File: config.mk
export PLATFORM = sky130hd
export DESIGN_NAME = hwr_ctrl
export DESIGN_NICKNAME = d
export VERILOG_FILES = /design/src/hwr_pkg.sv /design/src/hwr_ctrl.sv
export SDC_FILE = /design/constraint.sdc
export NUM_CORES = 1
export LEC_CHECK = 0
export ABC_CLOCK_PERIOD_IN_PS = 3400
export BUFFER_PORTS_ARGS = -buffer_cell sky130_fd_sc_hd__buf_2
export CAP_MARGIN = 20
export CORE_UTILIZATION = 35
export DETAILED_ROUTE_END_ITERATION = 6
export GPL_TIMING_DRIVEN = 1
export PLACE_DENSITY = 0.58
export RECOVER_POWER = 50
export SYNTH_ARGS = -nofsm -noshare
export SYNTH_HDL_FRONTEND = slang
export SYNTH_SLANG_ARGS = --single-unit
File: constraint.sdc
create_clock -name clk -period 3.4 [get_ports clk]
set_input_delay 0.17 -clock clk [delete_from_list [all_inputs] [get_ports clk]]
set_output_delay 0.17 -clock clk [all_outputs]
set_load 0.05 [all_outputs]
File: src/hwr_pkg.sv
// shared types, constants and the fractional power-of-two table
`default_nettype none
package hwr_pkg;

  localparam int DEF_MAX_EXPERTS = 64;
  localparam int DEF_MAX_ROUNDS  = 65536;

  localparam int CFG_IW = 1;
  localparam int CFG_DW = 16;

  localparam logic [CFG_IW-1:0] REG_LEARNING_RATE  = 1'b0;
  localparam logic [CFG_IW-1:0] REG_EXPERTS_IN_USE = 1'b1;

  localparam logic [15:0] LR_RESET  = 16'd1024;
  localparam logic [6:0]  EIU_RESET = 7'd64;
  localparam logic [6:0]  EIU_SPAN  = 7'd64;
  localparam logic [16:0] LOG2E_Q16 = 17'd94548;
  localparam int          COUNT_MAX = 131071;

  typedef struct packed {
    logic        mode;
    logic [5:0]  expert_index;
    logic [15:0] loss;
    logic        round_end;
  } in_item_t;

  typedef struct packed {
    logic signed [40:0] regret;
    logic [16:0]        round_number;
  } out_item_t;

  typedef struct packed {
    logic accept;
    logic item_addr;
    logic clr_wr;
    logic clr_active;
    logic loss_upd;
    logic min_init;
    logic min_take;
    logic emit;
    logic sum_init;
    logic x1;
    logic x2;
    logic x3;
    logic x4;
    logic uni_start;
    logic uni_load;
    logic w_start;
    logic w_wr;
    logic w_zero;
  } cmd_t;

  typedef struct packed {
    logic item_mode;
    logic item_round_end;
    logic item_active;
    logic out_free;
    logic div_done;
  } status_t;

  // round(2^(-i/16) * 65536)
  function automatic logic [16:0] pow2_frac(input logic [4:0] i);
    logic [16:0] v;
    case (i)
      5'd0:  v = 17'd65536;
      5'd1:  v = 17'd62757;
      5'd2:  v = 17'd60097;
      5'd3:  v = 17'd57549;
      5'd4:  v = 17'd55109;
      5'd5:  v = 17'd52773;
      5'd6:  v = 17'd50535;
      5'd7:  v = 17'd48393;
      5'd8:  v = 17'd46341;
      5'd9:  v = 17'd44376;
      5'd10: v = 17'd42495;
      5'd11: v = 17'd40693;
      5'd12: v = 17'd38968;
      5'd13: v = 17'd37316;
      5'd14: v = 17'd35734;
      5'd15: v = 17'd34219;
      5'd16: v = 17'd32768;
      default: v = 17'd32768;
    endcase
    return v;
  endfunction

endpackage
`default_nettype wire

File: src/hwr_ctrl.sv
// controller: sequences loss updates, round-end walks and restart sweeps
`default_nettype none
module hwr_ctrl #(
  parameter int MAX_EXPERTS = 64,
  localparam int AW = (MAX_EXPERTS > 1) ? $clog2(MAX_EXPERTS) : 1,
  localparam int CW = $clog2(MAX_EXPERTS + 1)
) (
  input  wire logic             clk,
  input  wire logic             rst,
  input  wire logic             in_valid,
  output logic                  in_stall,
  input  wire hwr_pkg::status_t st,
  input  wire logic [CW-1:0]    n_act,
  output hwr_pkg::cmd_t         cmd,
  output logic [AW-1:0]         addr
);
  import hwr_pkg::*;

  typedef enum logic [16:0] {
    S_UDIV   = 17'h00001,
    S_UWAIT  = 17'h00002,
    S_CLEAR  = 17'h00004,
    S_IDLE   = 17'h00008,
    S_DECODE = 17'h00010,
    S_LUPD   = 17'h00020,
    S_MIN    = 17'h00040,
    S_MINEND = 17'h00080,
    S_EMIT   = 17'h00100,
    S_XRD    = 17'h00200,
    S_X1     = 17'h00400,
    S_X2     = 17'h00800,
    S_X3     = 17'h01000,
    S_X4     = 17'h02000,
    S_WRD    = 17'h04000,
    S_WDIV   = 17'h08000,
    S_WWAIT  = 17'h10000
  } state_t;

  state_t        state, state_next;
  logic [CW-1:0] j, j_next;
  logic          take_d;
  logic          j_last_n;
  logic          j_last_all;

  assign j_last_n   = (j == n_act - CW'(1));
  assign j_last_all = (j == CW'(MAX_EXPERTS - 1));
  assign addr       = AW'(j);
  assign in_stall   = (state != S_IDLE);

  always_comb begin
    state_next = state;
    j_next     = j;
    cmd        = '0;
    cmd.min_take = take_d;
    case (state)
      S_UDIV: begin
        cmd.uni_start = 1'b1;
        state_next    = S_UWAIT;
      end
      S_UWAIT: begin
        if (st.div_done) begin
          cmd.uni_load = 1'b1;
          j_next       = '0;
          state_next   = S_CLEAR;
        end
      end
      S_CLEAR: begin
        cmd.clr_wr     = 1'b1;
        cmd.clr_active = (j < n_act);
        if (j_last_all) begin
          j_next     = '0;
          state_next = S_IDLE;
        end else begin
          j_next = j + CW'(1);
        end
      end
      S_IDLE: begin
        if (in_valid) begin
          cmd.accept = 1'b1;
          state_next = S_DECODE;
        end
      end
      S_DECODE: begin
        cmd.item_addr = 1'b1;
        cmd.min_init  = 1'b1;
        j_next        = '0;
        if (st.item_mode) state_next = S_UDIV;
        else if (st.item_active) state_next = S_LUPD;
        else if (st.item_round_end) state_next = S_MIN;
        else state_next = S_IDLE;
      end
      S_LUPD: begin
        cmd.item_addr = 1'b1;
        cmd.loss_upd  = 1'b1;
        state_next    = st.item_round_end ? S_MIN : S_IDLE;
      end
      S_MIN: begin
        if (j_last_n) state_next = S_MINEND;
        else j_next = j + CW'(1);
      end
      S_MINEND: begin
        state_next = S_EMIT;
      end
      S_EMIT: begin
        if (st.out_free) begin
          cmd.emit     = 1'b1;
          cmd.sum_init = 1'b1;
          j_next       = '0;
          state_next   = S_XRD;
        end
      end
      S_XRD: state_next = S_X1;
      S_X1: begin
        cmd.x1     = 1'b1;
        state_next = S_X2;
      end
      S_X2: begin
        cmd.x2     = 1'b1;
        state_next = S_X3;
      end
      S_X3: begin
        cmd.x3     = 1'b1;
        state_next = S_X4;
      end
      S_X4: begin
        cmd.x4 = 1'b1;
        if (j_last_n) begin
          j_next     = '0;
          state_next = S_WRD;
        end else begin
          j_next     = j + CW'(1);
          state_next = S_XRD;
        end
      end
      S_WRD: begin
        if (j < n_act) begin
          state_next = S_WDIV;
        end else begin
          cmd.w_zero = 1'b1;
          if (j_last_all) state_next = S_IDLE;
          else j_next = j + CW'(1);
        end
      end
      S_WDIV: begin
        cmd.w_start = 1'b1;
        state_next  = S_WWAIT;
      end
      S_WWAIT: begin
        if (st.div_done) begin
          cmd.w_wr = 1'b1;
          if (j_last_all) begin
            state_next = S_IDLE;
          end else begin
            j_next     = j + CW'(1);
            state_next = S_WRD;
          end
        end
      end
      default: begin
        state_next = S_UDIV;
        j_next     = '0;
      end
    endcase
  end

  always_ff @(posedge clk) begin
    if (rst) begin
      state  <= S_UDIV;
      j      <= '0;
      take_d <= 1'b0;
    end else begin
      state  <= state_next;
      j      <= j_next;
      take_d <= (state == S_MIN);
    end
  end

endmodule
`default_nettype wire

**Word level (Yosys, flattened, before mapping)**

Cells that the tools add are included.

- RAM bits: 0
- ROM bits: 0
- Latch bits: 0
- Word-level logic and storage cells: 79
- Memories kept: 0
- Flip-flop bits (word level): 25
- Input port bits: 15

- $lt $le $gt $ge: 1
- Div/mod/pow operators: 0
- Equality and inequality tests: 27
- Muxes and demuxes: 41
- $add $sub $neg: 2
- Reduce and logical (&&, ||, !) cells: 4
- $mul: 0
- Shifts and indexed selects: 0
- Bitwise operators: 1

Operators by type and width:

| kind | count |
|---|---|
| 17-bit case mux with 17 select lines | 1 |
| 17-bit two-way mux | 9 |
| 7-bit two-way mux | 9 |
| 7-bit case mux with 8 select lines | 1 |
| 15-bit two-way mux | 2 |
| 17-bit by 1-bit equality test with 1-bit output (second input constant) | 1 |
| 17-bit by 10-bit equality test with 1-bit output (second input constant) | 1 |
| 17-bit by 11-bit equality test with 1-bit output (second input constant) | 1 |
| 17-bit by 12-bit equality test with 1-bit output (second input constant) | 1 |
| 17-bit by 13-bit equality test with 1-bit output (second input constant) | 1 |
| 17-bit by 14-bit equality test with 1-bit output (second input constant) | 1 |
| 17-bit by 15-bit equality test with 1-bit output (second input constant) | 1 |
| 17-bit by 16-bit equality test with 1-bit output (second input constant) | 1 |
| 17-bit equality test (second input constant) | 1 |
| 17-bit by 2-bit equality test with 1-bit output (second input constant) | 1 |
| 17-bit by 3-bit equality test with 1-bit output (second input constant) | 1 |
| 17-bit by 4-bit equality test with 1-bit output (second input constant) | 1 |
| 17-bit by 5-bit equality test with 1-bit output (second input constant) | 1 |
| 17-bit by 6-bit equality test with 1-bit output (second input constant) | 1 |
| 17-bit by 7-bit equality test with 1-bit output (second input constant) | 1 |
| 17-bit by 8-bit equality test with 1-bit output (second input constant) | 1 |
| 17-bit by 9-bit equality test with 1-bit output (second input constant) | 1 |
| 17-bit by 4-bit inequality test with 1-bit output (second input constant) | 1 |
| 1-bit two-way mux | 16 |
| other kinds (12) | 20 |

**Logic depth before layout (Yosys ltp)**

- Depth in word-level cells: 4
- Gate-level depth with buffers: 10
- Depth with buffers taken out: 10

**Least setup slack after synthesis**

Ideal clock, no wire load.

- Kind: register to register
- Start point: reg state[5]
- End point: reg state[12]
- Stages on the path, launching flop included: 5
- Slack: 0.370 ns
- Data arrival time: 2.958 ns
- Data required time: 3.328 ns
- Cells stage by stage: dfxtp_1 > nor4_1 > nand4_1 > nor4b_1 > nor2b_1

- Longest elaborated chain between the ends: 3

RTL lines:

| what | line | source |
|---|---|---|
| start: declaration | hwr_ctrl.sv:39 | `state_t state, state_next;` |
| start signal: assignment | hwr_ctrl.sv:172 | `state <= state_next;` |
| 17-bit by 7-bit equality test with 1-bit output (tied with other cells) | hwr_ctrl.sv:55 | `case (state)` |
| 2-bit inequality test (no source line) | -- |  |
| 5-bit AND reduction (no source line) | -- |  |

Several ways; a longest one is shown, not always the timed one.
A chain may end at the register's enable or synchronous reset.

**Worst setup path in the final report**

- Start point: reg state[5]
- End point: reg j[3]

- Longest elaborated chain between the ends: 4

RTL lines:

| what | line | source |
|---|---|---|
| 17-bit by 16-bit equality test with 1-bit output (tied with other cells) | hwr_ctrl.sv:55 |  |
| 9-bit OR reduction (no source line) | -- |  |
| 1-bit NOT (no source line) | -- |  |
| 6-bit AND reduction (no source line) | -- |  |
| end signal: assignment | hwr_ctrl.sv:173 | `j <= j_next;` |
| end: declaration | hwr_ctrl.sv:40 | `logic [CW-1:0] j, j_next;` |

Several ways; a longest one is shown, not always the timed one.

==> run_results.csv <==
group,metric,value,unit
status,status,"completed",
final_layout,syn_to_final_growth,13.02,%
detailed_routing,via_per_inst,5.371,
hold_path,hp-class,"in -> reg",
pwr,internal-power,0.4351,mW
final_layout,fin_cells,342,
synth,synth-main-ff-cell,"dfxtp_1",
detailed_routing,wirelength,4749,um
synth,synth_compound_area_share,16.19,%
synth,syn_avg_cell_area,7.921,um^2
floorplanning,num_rows,26,
synth,yosys.area_share.adder,5.948,%
final_layout,fillers,563,
timing,setup_ws,0.5901,ns
detailed_routing,dr.pass1.iters,4,
global_routing,grt_max_degree,21,
clock_tree,cts_root_buf,"clkbuf_8",
synth,synthXorXnorAreaFrac,5.552,%
clock_tree,cts_max_path_buffers,2,
critical_path,cp-end-kind,"flip-flop",
detailed_routing,first_iter_violations,80,
pwr,vdd_ir_drop_max,0.1640,mV
clock_tree,numCtsBuffers,3,
global_routing,antenna_found_initial,0,
clock_tree,hold_buffers,0,
placement,gp_congestion,0.7945,
pwr,p_clk_share,28.9,%
pwr,p_sw,0.1950,mW
clock_tree,ctsHtreeMaxLevel,1,
global_routing,gr-usage-all-layers,17.86,%
timing,rsz0062_at_grt,"no",
global_routing,grt_pass1_vias,1651,
floorplanning,die_h,75.55,um
clock_tree,clk_latency,0.27,ns
synth,synth.area.mux_share,0,%
floorplanning,core,5172,um^2
critical_path,cp.arrival,3.02,ns
timing,final.setup.tns,0,ns
final_layout,final_cell_mix,"27 x nor2_1, 25 x dfxtp_1, 24 x buf_2",
clock_tree,clock_sinks,25,
global_routing,overflow,0,
critical_path,worst_ep_required_time,3.61,ns
pwr,leakagePower,0.9199,nW
timing,finClkSkew,0.006455,ns
timing,hold_viol,0,
clock_tree,cts_tree,"yes",
critical_path,crit_chain,"or4_1, nor4_1, nand4_1, buf_4, o2111ai_1, a21oi_1, nor2_1, nand3b_1, a21oi_1",
floorplanning,dieArea,5707,um^2
timing,min_period_over_period,82.64,%
run,timing.max_cap.violations,0,
pwr,p_sw_share,30.95,%
timing,slew_headroom,58.29,%
final_layout,nets,297,
synth,syn_nets,263,
critical_path,cp_slowest_cell,"or4_1",
critical_path,cp_max_fo,7,
clock_tree,cts_setup_buffers,0,
final_layout,diodes,0,
timing,finalHoldWorstSlack,0.08160,ns
synth,synth_warnings,0,
synth,yosysUniqueCellTypes,50,
critical_path,critPathLaunchType,"flip-flop",
global_routing,grt_pass1_wl,7741,um
synth,netlist_area,1893,um^2
floorplanning,boundaryPins,40,
placement,post-dp-hpwl,3649,um
placement,io_buffer_count,39,
timing,finalCriticalPeriod,2.810,ns
detailed_routing,vias,1837,
pwr,powerDensity,294.5,nW/um^2
synth,synth_top_family_by_area,"simple AND/OR/NAND/NOR gates",
synth,yosys.area_share.simple,37.87,%
final_layout,final_layout_size_suffix_gt1_share,16.54,%
critical_path,crit_type,"reg -> reg",
pwr,p_seq_share,48.7,%
critical_path,crit_top_cell,"a21oi_1",
pwr,combPwrFrac,22.4,%
timing,max_freq,355.9,MHz
synth,synth-seq-area-share,26.44,%
synth,synthArstFlopShare,0,%
synth,synth_seq_cells,25,
detailed_routing,antenna_left,0,
clock_tree,cts.clk_slew.worst_paths,0.09,ns
detailed_routing,routedWlPerCell,13.89,um
placement,dp.cells,338,
floorplanning,start_util,36.60,%
clock_tree,cts_resized,0,
synth,synth_edf_count,0,
critical_path,cpPeakStageDelay,0.56,ns
timing,max_slew.worst_pin.slew,0.6199,ns
final_layout,final_util,41.36,%
timing,finalSetupViolations,0,
final_layout,mostFrequentLayoutCell,"nor2_1",
placement,dpl_worst_slack,0.6207,ns
timing,maxSlewViolCount,0,
floorplanning,die_w,75.55,um
synth,postSynthCellCount,239,
detailed_routing,drc,0,
worst max-delay path, delay by kind of cell (launching register included):
kind,cells,cell delay [ns]
AND/OR/NAND/NOR,5,1.68
buffers and inverters,1,0.19
flip-flops,1,0.38
AO/OA/AOI/OAI,3,0.48
synth_stat cells, types with 2 or more instances:
cell,instances,share of area [%]
or2_2,3,0.99
o32a_1,2,1.1
ha_1,9,5.9
xnor2_1,8,3.7
clkbuf_1,5,0.99
nor2b_1,5,1.7
nor3b_1,4,1.6
nor2_1,27,5.4
nand4b_1,3,1.4
nor3_1,7,1.9
a21oi_1,14,3.7
or4_4,2,1.2
o31ai_1,2,0.79
nor4_2,2,1.3
buf_4,8,3.2
or4_1,3,1.2
dfxtp_1,25,26
nor4_1,5,1.7
o21ai_0,9,2.4
nand3b_1,5,2.0
and3_1,3,0.99
nand4_1,5,1.7
nand3_1,7,1.9
a31oi_1,3,0.99
o2111ai_1,2,0.93
inv_1,18,3.6
nand2_1,18,3.6
nor4b_1,8,3.7
xor2_1,4,1.9
nand2b_1,3,0.99
logic make-up (layout without fill, tap and decap cells):
group           after synthesis  after routing
compound gates               43             43
flops                        25             25
fa+ha+maj                     9              9
xor+xnor                     12             12
simple gates                118            118
buf+inv                      32             65
power by group through the flow:
stage          clock [mW]  combinational [mW]  sequential (mW)
2_1_floorplan           0               0.111            0.307
3_3_place_gp            0               0.142            0.314
3_5_place_dp            0               0.142            0.314
4_1_cts             0.185               0.143            0.307
5_1_grt             0.200               0.156            0.308
6_report            0.182               0.141            0.307
final timing paths:
| kind | from | to | slack, ns | cells after the start |
|---|---|---|---|---|
| max | state[5]$_SDFFE_PP0P_ | j[3]$_SDFFE_PP0P_ | 0.59 | 9 |
| min | st[4] | state[5]$_SDFFE_PP0P_ | 0.08 | 2 |
| max reg2reg | state[5]$_SDFFE_PP0P_ | j[3]$_SDFFE_PP0P_ | 0.59 | 9 |
| min reg2reg | j[0]$_SDFFE_PP0P_ | j[0]$_SDFFE_PP0P_ | 0.51 | 2 |
through the flow:
step / area (um^2) / total power [mW]
2_1_floorplan: 1893 / 0.4181
5_1_grt: 2140 / 0.6643
4_1_cts: 2168 / 0.6343
3_3_place_gp: 2122 / 0.4560
3_5_place_dp: 2122 / 0.4554
6_report: 2140 / 0.6301
sequential cells by signal (all words and copies together), names as in the netlist:
name,cells
j,7
take_d,1
state,17
area by class of cell:
class,instances,area (um^2),share of cell area [%]
Clock buffer,3,41.29,1.930
Timing Repair Buffer,43,206.4,9.649
Sequential cell,25,500.5,23.39
Tap cell,70,87.58,4.094
Clock inverter,1,5.005,0.2339
Inverter,18,67.56,3.158
Multi-Input combinational cell,182,1231,57.54
routing by layer:
| metal | up-vias | track usage [%] | part of all wire [%] |
|---|---|---|---|
| li1 | 926 | - | - |
| met1 | 877 | 25.87 | 52 |
| met2 | 30 | 27.38 | 44 |
| met3 | 4 | 3.571 | 4.0 |
| met4 | 0 | 3.909 | 0.88 |
| met5 | - | 0 | 0 |
No activity file was read; power rests on OpenSTA's default activity.
